===== config.mk =====
export PLATFORM = sky130hd
export DESIGN_NAME = dfs_adjacency_matrix_walk
export DESIGN_NICKNAME = d
export VERILOG_FILES = /design/src/hw/rtl/dfsamw_pkg.sv /design/src/hw/rtl/dfsamw_ram.sv /design/src/hw/rtl/dfs_adjacency_matrix_walk.sv
export VERILOG_INCLUDE_DIRS = /design/src /design/src/hw/rtl
export SDC_FILE = /design/constraint.sdc
export NUM_CORES = 1
export LEC_CHECK = 0
export BUFFER_PORTS_ARGS = -buffer_cell sky130_fd_sc_hd__buf_2
export CAP_MARGIN = 20
export CELL_PAD_IN_SITES_DETAIL_PLACEMENT = 1
export CELL_PAD_IN_SITES_GLOBAL_PLACEMENT = 2
export CORE_ASPECT_RATIO = 0.7
export CORE_MARGIN = 2
export CORE_UTILIZATION = 40
export CTS_CLUSTER_SIZE = 14
export DETAILED_ROUTE_END_ITERATION = 10
export PLACE_DENSITY_LB_ADDON = 0.1
export RECOVER_POWER = 25
export SYNTH_ARGS = -nofsm -noshare
export SYNTH_HDL_FRONTEND = slang
export SYNTH_SLANG_ARGS = --single-unit

===== constraint.sdc =====
create_clock -name clk -period 7.65 [get_ports clk]
set_clock_uncertainty 0.15 [all_clocks]
set_input_delay 1.1475 -clock clk [delete_from_list [all_inputs] [get_ports clk]]
set_output_delay 1.1475 -clock clk [all_outputs]
set_load 0.01 [all_outputs]

===== src/hw/rtl/assert_macros.svh =====
// ----------------------------------------------------------------------------
// assert_macros.svh
// concurrent assertion helpers, compiled out when NO_ASSERTIONS is set
// ----------------------------------------------------------------------------
`ifndef ASSERT_MACROS_SVH
`define ASSERT_MACROS_SVH

`ifndef NO_ASSERTIONS
// property must hold at every clock edge outside reset
`define ASSERT_PROP(lbl, clk, rst_n, prop) \
	lbl: assert property (@(posedge clk) disable iff (!rst_n) (prop)) \
		else $error("assertion failed");
// condition must never be true outside reset
`define ASSERT_NEVER(lbl, clk, rst_n, cond) \
	lbl: assert property (@(posedge clk) disable iff (!rst_n) !(cond)) \
		else $error("forbidden condition seen");
`else
`define ASSERT_PROP(lbl, clk, rst_n, prop)
`define ASSERT_NEVER(lbl, clk, rst_n, cond)
`endif

`endif


===== src/hw/rtl/dfsamw_pkg.sv =====
// ----------------------------------------------------------------------------
// dfsamw_pkg
// shared constants for the depth-first walk over an adjacency bit matrix
// ----------------------------------------------------------------------------
package dfsamw_pkg;

	// default node count of the graph
	localparam int NODES_DEF = 16;

	// width of a node field on the streams
	localparam int NODE_W = 4;

	// stream payload widths, whole bytes
	localparam int IN_DATA_W  = 8;
	localparam int OUT_DATA_W = 8;

	// operation codes carried in s_tuser
	localparam logic OP_ADD_EDGE = 1'b0;
	localparam logic OP_SEARCH   = 1'b1;

endpackage


===== src/hw/rtl/dfsamw_ram.sv =====
// ----------------------------------------------------------------------------
// dfsamw_ram
// generic simple dual-port ram, one write port, one registered read port
// ----------------------------------------------------------------------------
module dfsamw_ram #(
	parameter int WIDTH = 16,
	parameter int DEPTH = 16
) (
	input  logic                     clk,
	input  logic                     we,
	input  logic [$clog2(DEPTH)-1:0] waddr,
	input  logic [WIDTH-1:0]         wdata,
	input  logic [$clog2(DEPTH)-1:0] raddr,
	output logic [WIDTH-1:0]         rdata
);

	logic [WIDTH-1:0] mem_q [DEPTH];
	logic [WIDTH-1:0] rdata_q;

	// read returns the old contents on a same-address write
	always_ff @(posedge clk) begin
		if (we) begin
			mem_q[waddr] <= wdata;
		end
		rdata_q <= mem_q[raddr];
	end

	assign rdata = rdata_q;

endmodule


===== src/hw/rtl/dfs_adjacency_matrix_walk.sv =====
// an add-edge item keeps the input busy while it reads and writes both endpoint rows
// and gives no result; a search item pops each visited node, reads its row, scans
// the row with the one-neighbor-per-cycle scan and emits the node;
// a result stalled at the output adds its wait to the emit step of that node
// throughput: one item at a time. reset: asynchronous, active low; matrix rows
// read as empty through row valid flops, so no clearing pass is needed
// ----------------------------------------------------------------------------
// dfs_adjacency_matrix_walk
// undirected graph in an adjacency bit matrix with a stack-based depth-first
// walk; visited nodes stream out in pop order, the last one flagged by tlast
// ----------------------------------------------------------------------------
`include "assert_macros.svh"

module dfs_adjacency_matrix_walk #(
	parameter int NODES = dfsamw_pkg::NODES_DEF
) (
	input  logic                              clk,
	input  logic                              arst_n,
	// input items
	input  logic                              s_tvalid,
	output logic                              s_tready,
	// [3:0] first_node, [7:4] second_node
	input  logic [dfsamw_pkg::IN_DATA_W-1:0]  s_tdata,
	// [0] operation
	input  logic [0:0]                        s_tuser,
	// result items
	output logic                              m_tvalid,
	input  logic                              m_tready,
	// [3:0] visited_node, [7:4] zero
	output logic [dfsamw_pkg::OUT_DATA_W-1:0] m_tdata,
	// last_of_walk
	output logic                              m_tlast
);

	import dfsamw_pkg::*;

	// node index width, stack depth width, common width for field conversion
	localparam int NW = $clog2(NODES);
	localparam int DW = $clog2(NODES + 1);
	localparam int XW = (NW > NODE_W) ? NW : NODE_W;

	localparam logic [7:0]       NODES_L  = 8'(NODES);
	localparam logic [NW-1:0]    LAST_IDX = NW'(NODES - 1);
	localparam logic [NODES-1:0] ONE      = NODES'(1);

	// sequencer states
	localparam logic [3:0] ST_IDLE   = 4'd0;
	localparam logic [3:0] ST_E_RA   = 4'd1; // read row of first endpoint
	localparam logic [3:0] ST_E_WA   = 4'd2; // write first row, read second
	localparam logic [3:0] ST_E_WB   = 4'd3; // write second row
	localparam logic [3:0] ST_P_RD   = 4'd4; // read stack top, pop
	localparam logic [3:0] ST_P_ROW  = 4'd5; // read adjacency row of popped node
	localparam logic [3:0] ST_P_LOAD = 4'd6; // latch the row for scanning
	localparam logic [3:0] ST_P_SCAN = 4'd7; // one neighbor per cycle, high to low
	localparam logic [3:0] ST_P_EMIT = 4'd8; // hand popped node to output register

	logic [3:0]       state_q;
	logic [DW-1:0]    depth_q;
	logic [NODES-1:0] visited_q;
	logic [NODES-1:0] row_vld_q;
	logic             rd_vld_q;
	logic [NW-1:0]    j_q;
	logic [NW-1:0]    a_q;
	logic [NW-1:0]    b_q;
	logic [NW-1:0]    cur_q;
	logic [NODES-1:0] row_q;
	logic             out_valid_q;
	logic [NODE_W-1:0] out_node_q;
	logic             out_last_q;

	// input decode
	logic [NODE_W-1:0] in_first;
	logic [NODE_W-1:0] in_second;
	logic              in_op;
	logic [XW-1:0]     first_ext;
	logic [XW-1:0]     second_ext;
	logic [NW-1:0]     first_idx;
	logic [NW-1:0]     second_idx;
	logic              first_ok;
	logic              second_ok;
	logic              accept;

	assign in_first   = s_tdata[NODE_W-1:0];
	assign in_second  = s_tdata[2*NODE_W-1:NODE_W];
	assign in_op      = s_tuser[0];
	assign first_ext  = XW'(in_first);
	assign second_ext = XW'(in_second);
	assign first_idx  = first_ext[NW-1:0];
	assign second_idx = second_ext[NW-1:0];
	// endpoints at or above the node count are dropped
	assign first_ok   = (8'(in_first) < NODES_L);
	assign second_ok  = (8'(in_second) < NODES_L);

	assign s_tready = (state_q == ST_IDLE);
	assign accept   = s_tvalid && s_tready;

	// ram ports
	logic             adj_we;
	logic [NW-1:0]    adj_waddr;
	logic [NODES-1:0] adj_wdata;
	logic [NW-1:0]    adj_raddr;
	logic [NODES-1:0] adj_rdata;
	logic [NODES-1:0] row_now;

	logic             stk_we;
	logic [NW-1:0]    stk_waddr;
	logic [NW-1:0]    stk_wdata;
	logic [NW-1:0]    stk_raddr;
	logic [NW-1:0]    stk_rdata;

	logic [DW-1:0]    depth_m1;
	logic             scan_push;
	logic             out_free;
	logic             out_load;
	logic [XW-1:0]    cur_ext;

	// a row never written since reset reads as no edges
	assign row_now   = rd_vld_q ? adj_rdata : '0;
	assign depth_m1  = depth_q - DW'(1);
	assign stk_raddr = depth_m1[NW-1:0];
	// push a neighbor that is connected and not yet marked
	assign scan_push = row_q[j_q] && !visited_q[j_q];
	assign out_free  = !out_valid_q || m_tready;
	assign out_load  = (state_q == ST_P_EMIT) && out_free;
	assign cur_ext   = XW'(cur_q);

	always_comb begin
		adj_we    = 1'b0;
		adj_waddr = a_q;
		adj_wdata = row_now | (ONE << b_q);
		adj_raddr = a_q;
		stk_we    = 1'b0;
		stk_waddr = depth_q[NW-1:0];
		stk_wdata = j_q;
		case (state_q)
			ST_IDLE: begin
				// start node goes to the bottom of the stack
				stk_we    = accept && (in_op == OP_SEARCH) && first_ok;
				stk_waddr = '0;
				stk_wdata = first_idx;
			end
			ST_E_WA: begin
				adj_we    = 1'b1;
				adj_raddr = b_q;
			end
			ST_E_WB: begin
				// a self loop reads the old row here, so the result is the same
				adj_we    = 1'b1;
				adj_waddr = b_q;
				adj_wdata = row_now | (ONE << a_q);
			end
			ST_P_ROW: begin
				adj_raddr = stk_rdata;
			end
			ST_P_SCAN: begin
				stk_we = scan_push;
			end
			default: begin
			end
		endcase
	end

	dfsamw_ram #(
		.WIDTH (NODES),
		.DEPTH (NODES)
	) u_adj_ram (
		.clk   (clk),
		.we    (adj_we),
		.waddr (adj_waddr),
		.wdata (adj_wdata),
		.raddr (adj_raddr),
		.rdata (adj_rdata)
	);

	dfsamw_ram #(
		.WIDTH (NW),
		.DEPTH (NODES)
	) u_stack_ram (
		.clk   (clk),
		.we    (stk_we),
		.waddr (stk_waddr),
		.wdata (stk_wdata),
		.raddr (stk_raddr),
		.rdata (stk_rdata)
	);

	// control state
	always_ff @(posedge clk or negedge arst_n) begin
		if (!arst_n) begin
			state_q     <= ST_IDLE;
			depth_q     <= '0;
			visited_q   <= '0;
			row_vld_q   <= '0;
			rd_vld_q    <= 1'b0;
			j_q         <= '0;
			out_valid_q <= 1'b0;
		end else begin
			// row valid travels with the registered ram read
			rd_vld_q <= row_vld_q[adj_raddr];
			if (adj_we) begin
				row_vld_q[adj_waddr] <= 1'b1;
			end

			if (out_load) begin
				out_valid_q <= 1'b1;
			end else if (m_tready) begin
				out_valid_q <= 1'b0;
			end

			case (state_q)
				ST_IDLE: begin
					if (accept) begin
						if (in_op == OP_ADD_EDGE) begin
							if (first_ok && second_ok) begin
								state_q <= ST_E_RA;
							end
						end else begin
							// fresh visited set; start node marked on push
							visited_q <= first_ok ? (ONE << first_idx) : '0;
							depth_q   <= first_ok ? DW'(1) : '0;
							if (first_ok) begin
								state_q <= ST_P_RD;
							end
						end
					end
				end
				ST_E_RA: state_q <= ST_E_WA;
				ST_E_WA: state_q <= ST_E_WB;
				ST_E_WB: state_q <= ST_IDLE;
				ST_P_RD: begin
					depth_q <= depth_m1;
					state_q <= ST_P_ROW;
				end
				ST_P_ROW: state_q <= ST_P_LOAD;
				ST_P_LOAD: begin
					j_q     <= LAST_IDX;
					state_q <= ST_P_SCAN;
				end
				ST_P_SCAN: begin
					if (scan_push) begin
						visited_q <= visited_q | (ONE << j_q);
						depth_q   <= depth_q + DW'(1);
					end
					if (j_q == '0) begin
						state_q <= ST_P_EMIT;
					end else begin
						j_q <= j_q - NW'(1);
					end
				end
				ST_P_EMIT: begin
					// empty stack after the scan means this was the last node
					if (out_free) begin
						state_q <= (depth_q == '0) ? ST_IDLE : ST_P_RD;
					end
				end
				default: state_q <= ST_IDLE;
			endcase
		end
	end

	// payload registers
	always_ff @(posedge clk) begin
		if (accept) begin
			a_q <= first_idx;
			b_q <= second_idx;
		end
		if (state_q == ST_P_ROW) begin
			cur_q <= stk_rdata;
		end
		if (state_q == ST_P_LOAD) begin
			row_q <= row_now;
		end
		if (out_load) begin
			out_node_q <= cur_ext[NODE_W-1:0];
			out_last_q <= (depth_q == '0);
		end
	end

	assign m_tvalid = out_valid_q;
	assign m_tdata  = OUT_DATA_W'(out_node_q);
	assign m_tlast  = out_last_q;

	// stack is empty whenever a new item can be taken
	`ASSERT_PROP(a_idle_stack_empty, clk, arst_n, s_tready |-> (depth_q == '0))
	// each node is pushed once, so the stack never passes the node count
	`ASSERT_NEVER(a_depth_bound, clk, arst_n, depth_q > DW'(NODES))
	// entries on the stack are a subset of the marked nodes
	`ASSERT_PROP(a_marks_cover_stack, clk, arst_n,
		(state_q != ST_IDLE) |-> ($countones(visited_q) >= int'(depth_q)))
	// a result flagged last ends the walk
	`ASSERT_PROP(a_last_ends_walk, clk, arst_n,
		(out_load && (depth_q == '0)) |=> (state_q == ST_IDLE))

endmodule

==> flow_metrics.py <==
metrics = {
    "status": {
        "status": "finished with violations",
        "violations": "max-capacitance violations, max-slew violations",
    },
    "clock_tree": {
        "clock-sinks": 420,
        "cts_made_buffers": 44,
        "path_clk_slew_ns": 0.06,
        "htree_levels": 2,
        "clk_latency_ns": 0.54,
        "cts_tree": "built",
        "ctsResizeCount": 0,
        "root_buffer": "clkbuf_16",
        "cts_buffer_depth": 3,
        "cts_setup_buffers": 0,
        "cts-hold-fix-buffers": 0,
    },
    "power_and_ir_drop": {
        "power.leakage_uw": 0.007141,
        "pwr_density_cell_mw_per_mm2": 398.8,
        "ir_drop_mv": 0.1879,
    },
    "sta": {
        "timing.final.crit_share_pct": 72.78,
        "finalSetupViolations": 0,
        "max_freq_mhz": 179.6,
        "rsz0062_at_grt": "false",
        "worst_pin_slew_ns": 2.948,
        "fin_tns_setup_ns": 0,
        "hold_viol_final": 0,
        "relSlewSlack_pct": -96.54,
        "layout_min_cycle_time_ns": 5.568,
        "drv_slew": 167,
    },
    "grt": {
        "antenna_found_initial": 5,
        "grt_max_degree": 76,
        "gr-total-overflow": 0,
        "grt_usage_pct": 24.22,
        "grt_pass1_vias": 13640,
        "grt_pass1_wl_um": 91610,
    },
    "route": {
        "via_per_inst": 6.031,
        "drt_iter0_drc": 960,
        "avgRoutedWirePerCell_um": 27.47,
        "route.detailed.drc": 0,
        "vias": 13380,
        "drtAntennaViolNets": 0,
        "drt-total-wl_um": 60930,
        "dr.pass1.iters": 5,
    },
    "cells_and_area": {
        "nNetsFinal": 1549,
        "synthToLayoutAreaGrowth_pct": 11.48,
        "finish.utilization_pct": 45.45,
        "final_common_cell": "edfxtp_1",
        "nFillCells": 4893,
        "final_cell_mix": "edfxtp_1 (353), o21ai_0 (226), nand2_1 (127)",
        "final_layout_size_suffix_gt1_share_pct": 18.00,
    },
    "worst_setup_path": {
        "cp-start-kind": "flip-flop",
        "arrival_ns": 5.83,
        "rr_worst_depth": 8,
        "crit_type": "reg2reg",
        "worst-path-max-fanout": 49,
        "crit_required_ns": 7.91,
        "endpoint_kind": "flip-flop",
    },
    "floorplanning": {
        "ios": 24,
        "die_area_mm2": 0.05095,
        "row_count": 67,
        "die_w_um": 268.9,
        "die_h_um": 189.5,
        "core_area_mm2": 0.04820,
        "start_util_pct": 40.77,
    },
    "logic_synthesis": {
        "ys_seq_area_share_pct": 61.96,
        "synth_cells": 1535,
        "synth_top_area_share_pct": 53.93,
        "synth_cell_types": 73,
        "ys_ff_latch": 420,
        "synthTopCellsByArea": "edfxtp_1 (54%), dfrtp_1 (6.0%), o21ai_0 (5.8%), mux2_2 (5.0%), nand2_1 (2.4%)",
        "syn-cell-area_mm2": 0.01965,
        "synth_warnings": 0,
        "synthArstFlopShare_pct": 11.19,
        "synth_top_area_cell": "edfxtp_1",
        "avgSynthCellArea_um2": 12.80,
        "synth_edf_count": 353,
        "synth_flop_cell": "edfxtp_1",
    },
    "placement": {
        "io_buffers": 19,
        "place.gp.congestion": 0.7743,
        "place_hpwl_um": 36830,
    },
    "min_path": {
        "hold_path_class": "reg2reg",
        "holdPathStages": 0,
    },
    "run": {
        "maxCapViolCount": 6,
    },
}
-- logic make-up after synthesis --
group                      count (synthesis)  share of synthesized area (%)
AOI/OAI and AO/OA                        423                          13.76
DFF                                      420                          61.96
and+or+nand+nor                          371                          10.03
muxes                                    161                          10.15
buffers and inverters                    147                          3.406
adders and majority gates                  8                         0.5093
xor gates and xnor gates                   4                         0.1782
other                                      1                        0.01908
-- sequential cells by signal, indices dropped and copies added, names as in the netlist, 5 cells and up --
| name | cells |
|---|---|
| visited_q | 16 |
| u_stack_ram.mem_q | 64 |
| depth_q | 5 |
| u_adj_ram.mem_q | 256 |
| row_vld_q | 16 |
| row_q | 16 |
| u_adj_ram.rdata | 16 |
-- synthesized netlist by cell type, drive strengths merged, types with 27 or more instances --
| library cell | count |
|---|---|
| mux2i | 35 |
| buf | 46 |
| mux2 | 106 |
| o2111ai | 34 |
| nand3 | 29 |
| nand4 | 73 |
| o21ai | 259 |
| nor2 | 36 |
| clkbuf | 81 |
| nand2 | 128 |
| dfrtp | 47 |
| a21oi | 27 |
| edfxtp | 353 |
-- power breakdown --
| group | internal [uW] | leakage (uW) | switching, uW |
|---|---|---|---|
| Combinational | 1040 | 0.00250 | 2150 |
| Clock | 1260 | 0.000696 | 886 |
| Sequential | 3120 | 0.00394 | 282 |
-- through the flow --
stage / power (uW) / cell area, um2 / std cells / hold WS (ns) / setup slack, ns
after floorplan: 5417 / 19670 / 1538 / 0.2503 / 4.563
after global placement: 6524 / 20370 / 2120 / 0.2596 / 3.752
after detailed placement: 6609 / 20450 / 2125 / 0.2593 / 3.668
after CTS: 8773 / 21870 / 2204 / 0.2748 / 3.217
after global routing: 9175 / 21900 / 2216 / 0.2779 / 1.779
final: 8737 / 21910 / 2218 / 0.2744 / 2.082
-- area by class of cell --
class	count	area, um2	area share, %
clock buffer	60	1232	5.625
timing repair buffer	71	484.2	2.210
antenna	2	5.005	0.02284
tap	655	819.5	3.740
multi-input combinational	971	6924	31.60
inverter	20	75.07	0.3426
sequential	420	12180	55.58
clock inverter	19	192.7	0.8794
-- path summary, 6_finish.rpt --
check,from,endpoint,slack [ns]
min in group asynchronous,arst_n,m_tvalid,1.50
min,cur_ext[0],out_node_q[0],0.27
max reg2reg,state_q[3],rd_vld_q,2.08
min reg2reg,cur_ext[0],out_node_q[0],0.27
max in group asynchronous,arst_n,row_vld_q[5],4.16
max,state_q[3],rd_vld_q,2.08
-- critical path, cell delays in order, from the launching register on --
cell and delay [ns]:
dfrtp_1 0.99, buf_4 0.58, inv_1 0.15, clkbuf_1 1.88, o21ai_1 0.39, o21ai_4 0.16
buf_4 0.44, o21ai_0 0.22, o32ai_1 0.39
-- metal layers --
layer | up-vias | GRT usage, % | wire [um]
met5 | - | 0 | 0
met4 | 0 | 4.188 | 859
met3 | 65 | 2.913 | 2516
met2 | 273 | 36.31 | 26850
met1 | 7112 | 37.93 | 30700
li1 | 5926 | - | -
Note: power is estimated with default switching activity, not from simulation.
